`config.mk`:
```
export PLATFORM = sky130hd
export DESIGN_NAME = lpht_ram
export DESIGN_NICKNAME = d
export VERILOG_FILES = /design/src/hdl/linear_probe_hash_table_macros.svh /design/src/hdl/lpht_ram.sv
export SDC_FILE = /design/constraint.sdc
export NUM_CORES = 1
export LEC_CHECK = 0
export ABC_AREA = 0
export BUFFER_PORTS_ARGS = -buffer_cell sky130_fd_sc_hd__buf_2
export CELL_PAD_IN_SITES_DETAIL_PLACEMENT = 1
export CELL_PAD_IN_SITES_GLOBAL_PLACEMENT = 2
export CORE_MARGIN = 3
export CORE_UTILIZATION = 48
export DETAILED_ROUTE_END_ITERATION = 6
export GPL_TIMING_DRIVEN = 0
export PLACE_DENSITY = 0.87
export SLEW_MARGIN = 0
export SYNTH_ARGS = -nofsm -noshare
export SYNTH_HDL_FRONTEND = slang
export SYNTH_SLANG_ARGS = --single-unit
```
`constraint.sdc`:
```
create_clock -name i_clk -period 2.25 [get_ports i_clk]
set_input_delay 0.225 -clock i_clk [delete_from_list [all_inputs] [get_ports i_clk]]
set_output_delay 0.225 -clock i_clk [all_outputs]
set_load 0.005 [all_outputs]
```
`src/hdl/linear_probe_hash_table_macros.svh`:
```
// Assertion macros for the hash table RTL.
`ifndef LINEAR_PROBE_HASH_TABLE_MACROS_SVH
`define LINEAR_PROBE_HASH_TABLE_MACROS_SVH
`ifndef SYNTHESIS
// Check a property while the block is out of reset.
`define LPHT_ASSERT(lbl, clk, rstn, prop, msg) \
    lbl: assert property (@(posedge clk) disable iff (!rstn) prop) else $error(msg);
// Check a property at every edge, reset included.
`define LPHT_ASSERT_ALWAYS(lbl, clk, prop, msg) \
    lbl: assert property (@(posedge clk) prop) else $error(msg);
`else
`define LPHT_ASSERT(lbl, clk, rstn, prop, msg)
`define LPHT_ASSERT_ALWAYS(lbl, clk, prop, msg)
`endif
`endif

```
`src/hdl/lpht_ram.sv`:
```
module lpht_ram #(
    parameter int W     = 8,
    parameter int DEPTH = 16
) (
    input  logic                     i_clk,
    input  logic                     i_we,
    input  logic [$clog2(DEPTH)-1:0] i_addr,
    input  logic [W-1:0]             i_wdata,
    output logic [W-1:0]             o_rdata
);
    logic [W-1:0] r_mem [DEPTH];
    logic [W-1:0] r_rdata;

    // Single port, registered read.
    always_ff @(posedge i_clk) begin
        if (i_we) begin
            r_mem[i_addr] <= i_wdata;
        end
        r_rdata <= r_mem[i_addr];
    end

    assign o_rdata = r_rdata;
endmodule

```
==> run_results.csv <==
group,metric,value,unit
yosys,synth_common_cells,"edfxtp_1 (128), mux4_2 (32), a22oi_1 (16)",
power,power.switching,0.00127,W
die,die_h,109,um
clock_tree,ctsHoldBuffers,0,
status,status,"finished clean",
setup_path,crit_chain,"buf_2 -> buf_1 -> nand2b_1 -> nor2_1",
drt,ant_nets,0,
die,die_w,109,um
die,coreArea,0.0100,mm^2
setup_path,crit_arrival,2.02,ns
sta,hold_viol_final,0,
yosys,async_flop_share,0,
die,start_util,0.507,
place,gp_congestion,0.744,
clock_tree,cts_tree,"done",
yosys,syn_nets,244,
power,power.density,1010,mW/mm^2
clock_tree,clk_pin_slew,0.06,ns
global_route,grt_max_degree,17,
place,place_hpwl,6570,um
final_layout,area_delta_synth_final,17.5,%
global_route,grt_pass1_wl,17000,um
yosys,yosys_warnings,0,
sta,fmax,536,MHz
final_layout,antennaDiodeCount,0,
clock_tree,post_cts_buffers,0,
drt,via_per_inst,6.00,
sta,fin_tns_setup,0,ns
setup_path,path_delay_family,"simple AND/OR/NAND/NOR gates",
power,p_leak,1.94,nW
power,pwr-share-clk,0.481,
yosys,yosysUniqueCellTypes,18,
clock_tree,clkSinkCount,136,
sta,finalCritPeriodShare,0.829,
clock_tree,cts_buffers,17,
drt,wl_per_cell,27.5,um
yosys,synth_cells,230,
drt,drt-total-wl,11400,um
power,seqPwrFrac,0.474,
flow_run,drv_cap,0,
setup_path,path_buf_inv,2,
sta,hold_slack,0.112,ns
final_layout,layout-drive-gt1-share,0.317,
yosys,synth_area_leaders,"edfxtp_1 (76%), mux4_2 (14%), dfxtp_1 (3.2%), a22oi_1 (2.4%), nor2_1 (0.96%)",
setup_path,critPathLaunchType,"primary input",
setup_path,path_class,"in2reg",
yosys,synth_ff_type,"edfxtp_1",
yosys,synth_edf_count,128,
global_route,grt_usage,0.215,
global_route,grt_overflow,0,
power,intPower,0.00475,W
die,die_area,0.0118,mm^2
power,vdd_ir_drop_max,555,uV
sta,setup-violations-final,0,
setup_path,critPathRequiredTime,2.40,ns
clock_tree,root_buffer,"clkbuf_8",
worst_hold_path,min_path_type,"in2reg",
setup_path,crit_path_top_delay_cell,"nor2_1",
setup_path,crit_fanout,10,
drt,num_vias,2483,
yosys,avgSynthCellArea,22.0,um^2
final_layout,nets,282,
yosys,synth-seq-cells,136,
sta,slew_violations,0,
sta,finalClockSkew,0.00724,ns
place,port_buffers,19,
drt,dr.pass1.iters,5,
sta,min_period,1.86,ns
clock_tree,htree_num_levels,4,
yosys,synth_area_leader_cell,"edfxtp_1",
clock_tree,clk_latency,0.53,ns
setup_path,critPathMaxStageDelay,0.69,ns
clock_tree,clockBufferDepth,2,
drt,drc_errors,0,
yosys,synth_most_common_cell,"edfxtp_1",
yosys,ys_seq_area_frac,0.790,
yosys,netlist_area,0.00507,mm^2
die,row_count,36,
yosys,yosysTopAreaCellShare,0.759,
clock_tree,ctsResizeCount,0,
power,p_comb_frac,0.045,
power,swShare,0.211,
global_route,grt_pass1_vias,2653,
sta,rsz0062_at_grt,"false",
final_layout,fillers,862,
sta,slew-limit-headroom,0.131,
power,p_total,0.00601,W
setup_path,worstSetupEndpointType,"flop",
sta,worstMarginPinSlew,1.29,ns
die,io_pins,22,
drt,drt_iter0_drc,218,
global_route,antenna_found_initial,0,
[state kept, by name, indices dropped and copies added (netlist names)]
| signal | flops |
|---|---|
| r_mem | 128 |
| o_rdata | 8 |
[cell families (layout without fill, tap and decap cells)]
| family | count (synthesis) | count (layout) | share of synthesized area |
|---|---|---|---|
| buffers and inverters | 11 | 62 | 0.0119 |
| DFF | 136 | 136 | 0.790 |
| muxes | 32 | 32 | 0.142 |
| AOI/OAI and AO/OA | 16 | 16 | 0.0237 |
| and+or+nand+nor | 35 | 35 | 0.0321 |
[stage by stage]
stage          area, um^2  std cells  setup WS [ns]   util
4_1_cts              5940        414          0.300  0.594
3_3_place_gp         5330        382        -0.0813  0.533
6_report             5950        414          0.385  0.595
2_1_floorplan        5070        230          0.532      -
5_1_grt              5950        414          0.313  0.595
3_5_place_dp         5330        382         -0.203  0.533
[layout by cell type, fill, tap and decap left out]
cell and count:
nor2_1 13, clkinv_2 1, nand3_1 1, buf_2 21, nor2b_1 2, and2_1 1
edfxtp_1 128, nor3_2 2, clkbuf_2 1, or3b_2 1, clkinv_4 4, nand2_1 9
clkbuf_16 16, clkbuf_8 1, buf_1 4, nand3b_1 2, nor3_1 2, dfxtp_1 8
clkinvlp_4 2, clkinv_1 1, bufinv_16 4, inv_6 2, buf_6 2, nand2b_1 2
a22oi_1 16, clkbuf_1 3, mux4_2 32
[metal layers]
layer  vias up  wire length [um]  global-route usage
li1       1041                 -                   -
met1      1312              4680               0.289
met2       107              5740               0.344
met3        23               731              0.0468
met4         0               219              0.0893
met5         -                 0                   0
[worst paths after layout]
check                  to    startpoint  slack (ns)  cells after the start
max reg2reg    o_rdata[4]  r_mem[13][4]        0.87                      3
min           r_mem[5][6]    i_wdata[6]        0.11                      1
min reg2reg    o_rdata[6]  r_mem[11][6]        0.69                      3
max          r_mem[14][6]     i_addr[1]        0.39                      4
[worst reg2reg max path: stages, from the launching register on]
cell and delay (ns):
edfxtp_1 0.38, mux4_2 0.49, a22oi_1 0.30, nand2_1 0.08
[power by group through the flow]
| stage | clock (W) | sequential [W] | combinational, W |
|---|---|---|---|
| 3_3_place_gp | 0 | 0.00290 | 0.000259 |
| 2_1_floorplan | 0 | 0.00290 | 0.000146 |
| 6_report | 0.00289 | 0.00285 | 0.000273 |
| 4_1_cts | 0.00292 | 0.00285 | 0.000274 |
| 3_5_place_dp | 0 | 0.00290 | 0.000266 |
| 5_1_grt | 0.00302 | 0.00285 | 0.000296 |
[layout make-up]
| cell class | count | area, um^2 | area share |
|---|---|---|---|
| plain buffers | 11 | 60.1 | 0.0101 |
| clock buffers | 18 | 418 | 0.0702 |
| clock inverters | 14 | 196 | 0.0330 |
| multi-input cells | 83 | 1010 | 0.170 |
| flip-flops and latches | 136 | 4000 | 0.673 |
| well taps | 133 | 166 | 0.0280 |
| repair buffers | 19 | 95.1 | 0.0160 |
Note: power is estimated with default switching activity, not from simulation.
