File: config.mk
export PLATFORM = sky130hd
export DESIGN_NAME = lpht_fnv
export DESIGN_NICKNAME = d
export VERILOG_FILES = /design/src/hdl/linear_probe_hash_table_macros.svh /design/src/hdl/lpht_pkg.sv /design/src/hdl/lpht_fnv.sv
export SDC_FILE = /design/constraint.sdc
export NUM_CORES = 1
export LEC_CHECK = 0
export BUFFER_PORTS_ARGS = -buffer_cell sky130_fd_sc_hd__buf_2
export CELL_PAD_IN_SITES_DETAIL_PLACEMENT = 0
export CELL_PAD_IN_SITES_GLOBAL_PLACEMENT = 1
export CORE_UTILIZATION = 40
export CTS_BUF_LIST = sky130_fd_sc_hd__clkbuf_4
export CTS_CLUSTER_DIAMETER = 100
export DETAILED_ROUTE_END_ITERATION = 8
export GPL_ROUTABILITY_DRIVEN = 0
export GPL_TIMING_DRIVEN = 0
export HOLD_SLACK_MARGIN = 0.12
export PLACE_DENSITY = 0.71
export SYNTH_ARGS = -nofsm -noshare
export SYNTH_HDL_FRONTEND = slang
export SYNTH_SLANG_ARGS = --single-unit
File: constraint.sdc
create_clock -name i_clk -period 4.76 [get_ports i_clk]
set_input_delay 0.952 -clock i_clk [delete_from_list [all_inputs] [get_ports i_clk]]
set_output_delay 0.952 -clock i_clk [all_outputs]
set_load 0.01 [all_outputs]
File: src/hdl/linear_probe_hash_table_macros.svh
// Assertion macros for the hash table RTL.
`ifndef LINEAR_PROBE_HASH_TABLE_MACROS_SVH
`define LINEAR_PROBE_HASH_TABLE_MACROS_SVH
`ifndef SYNTHESIS
// Check a property while the block is out of reset.
`define LPHT_ASSERT(lbl, clk, rstn, prop, msg) \
    lbl: assert property (@(posedge clk) disable iff (!rstn) prop) else $error(msg);
// Check a property at every edge, reset included.
`define LPHT_ASSERT_ALWAYS(lbl, clk, prop, msg) \
    lbl: assert property (@(posedge clk) prop) else $error(msg);
`else
`define LPHT_ASSERT(lbl, clk, rstn, prop, msg)
`define LPHT_ASSERT_ALWAYS(lbl, clk, prop, msg)
`endif
`endif

File: src/hdl/lpht_pkg.sv
package lpht_pkg;

    // Table geometry; the depth is a power of two so the home slot is a mask.
    localparam int SLOT_W      = 10;
    localparam int TABLE_DEPTH = 1 << SLOT_W;
    localparam int CNT_W       = SLOT_W + 2;
    localparam int KEY_W       = 64;
    localparam int VAL_W       = 16;

    // FNV-1a prime, but the basis is not the standard FNV-1a offset basis. The prime is 2^40 plus a small odd term.
    localparam logic [63:0] FNV_BASIS   = 64'd1469598103934665603;
    localparam logic [63:0] FNV_PRIME   = 64'd1099511628211;
    localparam int          FNV_SHIFT   = 40;
    localparam logic [8:0]  FNV_PRIME_LO = 9'(FNV_PRIME - (64'd1 << FNV_SHIFT));

    // Request codes.
    localparam logic [1:0] REQ_INSERT = 2'd0;
    localparam logic [1:0] REQ_LOOKUP = 2'd1;
    localparam logic [1:0] REQ_REMOVE = 2'd2;

    // Status codes.
    localparam logic [1:0] ST_OK        = 2'd0;
    localparam logic [1:0] ST_NOT_FOUND = 2'd1;
    localparam logic [1:0] ST_FULL      = 2'd2;

    // One table slot as stored in memory.
    typedef struct packed {
        logic             v;
        logic [KEY_W-1:0] k;
        logic [VAL_W-1:0] val;
    } t_entry;

    // Result of the hash unit.
    typedef struct packed {
        logic              done;
        logic [SLOT_W-1:0] slot;
    } t_hash_res;

endpackage

File: src/hdl/lpht_fnv.sv
module lpht_fnv (
    input  logic                       i_clk,
    input  logic                       i_rst_n,
    input  logic                       i_start,
    input  logic [lpht_pkg::KEY_W-1:0] i_key,
    output lpht_pkg::t_hash_res        o_res
);
    logic        r_busy;
    logic        r_done;
    logic [63:0] r_h;
    logic [63:0] r_k;
    logic [63:0] w_x;
    logic [63:0] w_mul;

    // One key byte per cycle: xor, then multiply by the prime as shift plus small product.
    assign w_x   = r_h ^ {56'd0, r_k[7:0]};
    assign w_mul = (w_x << lpht_pkg::FNV_SHIFT) + (w_x * 64'(lpht_pkg::FNV_PRIME_LO));

    // Control: the key is canonical, so the first zero byte ends the walk.
    always_ff @(posedge i_clk) begin
        if (!i_rst_n) begin
            r_busy <= 1'b0;
            r_done <= 1'b0;
        end else begin
            r_done <= 1'b0;
            if (i_start) begin
                r_busy <= 1'b1;
            end else if (r_busy && r_k[7:0] == 8'd0) begin
                r_busy <= 1'b0;
                r_done <= 1'b1;
            end
        end
    end

    // Hash and remaining key bytes.
    always_ff @(posedge i_clk) begin
        if (i_start) begin
            r_h <= lpht_pkg::FNV_BASIS;
            r_k <= i_key;
        end else if (r_busy && r_k[7:0] != 8'd0) begin
            r_h <= w_mul;
            r_k <= r_k >> 8;
        end
    end

    assign o_res.done = r_done;
    assign o_res.slot = r_h[lpht_pkg::SLOT_W-1:0];
endmodule

==> key figures <==
Drt
  – WL met3: 532 um
  – Top routing layer used: met4
  – Detail Route Antenna Nets: 0
  – Via count: between 2000 and 2500
  – Drc violations: 0
  – Drt wl/cell: roughly 14 um
  – Via/cell ratio: 4.631
  – Met1 WL: 2.910 mm
  – Drt pass-1 iters: 4
  – Starting DRC count in detailed routing: 74
  – Final WL: between 7 and 8 mm
  – Met2 WL post-DR: about 3.6 mm

GRT
  – Largest net degree at the start of global routing: 66
  – Vias in the first global route: 2347
  – Total grt overflow: 0
  – Gr usage total: 14.96%
  – First-pass GRT wire length: 11.32 mm
  – Initial antenna violation count: 0

Critical path
  – Most common cell on crit path: inv_1
  – CP max stage cell: fa_1
  – Crit-path max FO: 3
  – Crit start category: flip-flop
  – Worst path cell trace: xor2_4 > ha_1 > inv_1 > fa_1 > inv_1 > ha_1 > inv_1 > fa_1 > inv_1 > ha_1 > fa_1 > a21o_1 > a21oi_1 > xnor3_2 > nor4b_2 > a221oi_1
  – Arrival @ worst endpoint: 4.77 ns
  – Slowest stage delay, CP: 0.54 ns
  – Worst path required time: just over 5 ns
  – Crit path kind: flip-flop to flip-flop
  – Worst Setup End Kind: flip-flop

Place
  – Post-DP HPWL: 5.404 mm
  – Placed cell areas: 4491 um2
  – Dpl ws: roughly 0.13 ns
  – # placed instances: approximately 470
  – Port Buffers: 76

Layout
  – Area Growth Syn to Fin: 19.37%
  – Layout fillers: 886
  – Antenna cells: 0
  – Fin util: between 50% and 60%
  – Nets@finish: 458
  – Share of cells above drive strength 1: 44.75%
  – Non-Filler Instances: 491
  – Post-route cell area: 4705 um2
  – Commonest non-fill, non-tap cell in the layout: buf_2
  – Most frequent cells in the layout: buf_2 (76), edfxtp_1 (64), mux2_2 (56)

Yosys
  – Syn Inst Count: around 270
  – Ys async rst share: 0%
  – Yosys Warn Count: 0
  – Avg Cell Area, Syn: 14.76 um2
  – Synth Cell Area: 3941 um2
  – Number of synthesized flops with an enable pin: between 60 and 70
  – Syn nets: 368
  – Post-synth top flop: edfxtp_1
  – Sequential share of the synthesized area: a little over half
  – Unique masters post-synth: 28
  – Synthesized flop and latch total: between 70 and 80

Timing
  – Slew HR: a little over two fifths
  – Hold Worst Slack: 0.4983 ns
  – Worst setup margin: 0.2868 ns
  – Worst-margin pin slew: 0.8466 ns
  – Period utilization: roughly 94%
  – Setup Viol. Count Final: 0
  – Final Hold Viols: 0
  – Max Slew Vio Count: 0
  – Fmax: 0.2236 GHz
  – Minimum clock period: between 4 and 5 ns
  – Clock skew: 0.01961 ns

Clock tree
  – TritonCTS clock tree: done
  – H-tree Lvls: 3
  – # clock sinks: 76
  – CTS Buf Count: 9
  – Worst-case clock buffer depth: 2
  – CTS Root Cell: clkbuf_4
  – Hold Buf Count CTS: 0
  – Clk_lat worst skew: 0.41 ns
  – Reg clk slew, reported paths: roughly 0.13 ns

Power
  – Pwr/cell area: 693.2 nW/um2
  – P_leak: 2.011 nW
  – Peak VDD IR: 0.3509 mV

Floorplan
  – Die Ht: approximately 100 um
  – Die area: 10250 um2
  – Top Ports: 78
  – Core area: 9371 um2
  – Rows: 35
  – Starting Density: 42.06%
  – Die X: 101.3 um

Outcome
  – Status: complete, no violations

Worst hold path
  – Min-Delay Path Class: flip-flop to flip-flop

Run
  – Max_cap viols: 0
area by class of cell:
type	instances	area, um2	area share, %
buffer	10	45.04	0.9574
clock buffer	10	75.07	1.596
clock inverter	6	88.84	1.888
inverter	22	82.58	1.755
multi-input combinational	159	1687	35.85
sequential	76	2162	45.96
tap	129	161.4	3.431
timing repair buffer	79	402.9	8.564
synth_stat cells (2+ instances only):
cell type  number  share of area, %
buf_1           3              0.29
dfxtp_1        12               6.1
a21oi_1         3              0.38
xor2_1          9               2.0
inv_1          22               2.1
mux2i_1         6               1.5
clkbuf_1        5              0.48
xnor2_1        10               2.2
ha_1           25               7.9
a21o_1          2              0.38
nand2_1         8              0.76
nor2_1          6              0.57
and2_1         10               1.6
buf_4           2              0.38
mux2_2         56                16
fa_1            9               4.6
xor2_2          3               1.2
edfxtp_1       64                49
or4_1           2              0.38
o211ai_1        2              0.38
final timing paths:
path	start	end	slack [ns]	cells after the start
worst max-delay path	r_k[0]$_DFFE_PP_	r_h[9]$_SDFFE_PP1P_	0.29	16
worst min-delay path	r_busy$_SDFFE_PN0P_	r_done$_SDFF_PP0_	0.50	2
worst max register to register	r_k[0]$_DFFE_PP_	r_h[9]$_SDFFE_PP1P_	0.29	16
worst min register to register	r_busy$_SDFFE_PN0P_	r_done$_SDFF_PP0_	0.50	2
logic make-up (layout without fill, tap and decap cells):
| kind of cell | after synthesis | in the layout | share of synthesized area [%] |
|---|---|---|---|
| buffers and inverters | 32 | 127 | 3.238 |
| AOI/OAI and AO/OA | 10 | 10 | 1.714 |
| adders and majority gates | 34 | 34 | 12.51 |
| muxes | 62 | 62 | 17.52 |
| xor gates and xnor gates | 23 | 23 | 6.032 |
| DFF | 76 | 76 | 54.86 |
| and+or+nand+nor | 30 | 30 | 4.127 |
sequential cells by signal, summed over array words and instances (netlist names):
register	cells
r_done	1
r_k	64
r_busy	1
r_h	10
stage by stage:
step	TNS, ns	total power, mW
after CTS	0	3.320
after floorplan	0	2.367
after global placement	0	2.795
after detailed placement	0	2.852
after global routing	-0.003023	3.633
final	0	3.261
power breakdown:
group          total [mW]  switching, mW  internal (mW)  leakage [nW]
Clock               0.450          0.230          0.220        0.0830
Sequential          0.873         0.0506          0.823         0.750
Combinational        1.94          0.992          0.946          1.18
per-layer routing:
metal | vias up | track usage [%]
met5 | - | 0
met4 | 0 | 4.348
met3 | 4 | 6.349
met2 | 56 | 25.54
met1 | 1081 | 17.14
li1 | 1133 | -
what timing repair did:
| action | in CTS | in global routing |
|---|---|---|
| endpoints found under the setup margin | 0 | 1 |
| buffers inserted | 0 | 3 |
| gates resized for setup | 0 | 4 |
critical path, delay by kind of cell (launching register included):
| family | cells | cell delay [ns] |
|---|---|---|
| AO/OA/AOI/OAI | 3 | 0.42 |
| XOR/XNOR | 2 | 0.64 |
| buffers and inverters | 4 | 0.19 |
| AND/OR/NAND/NOR | 1 | 0.22 |
| flip-flops | 1 | 0.53 |
| adder cells (fa/ha/maj) | 6 | 2.35 |
No activity file was read; power rests on OpenSTA's default activity.
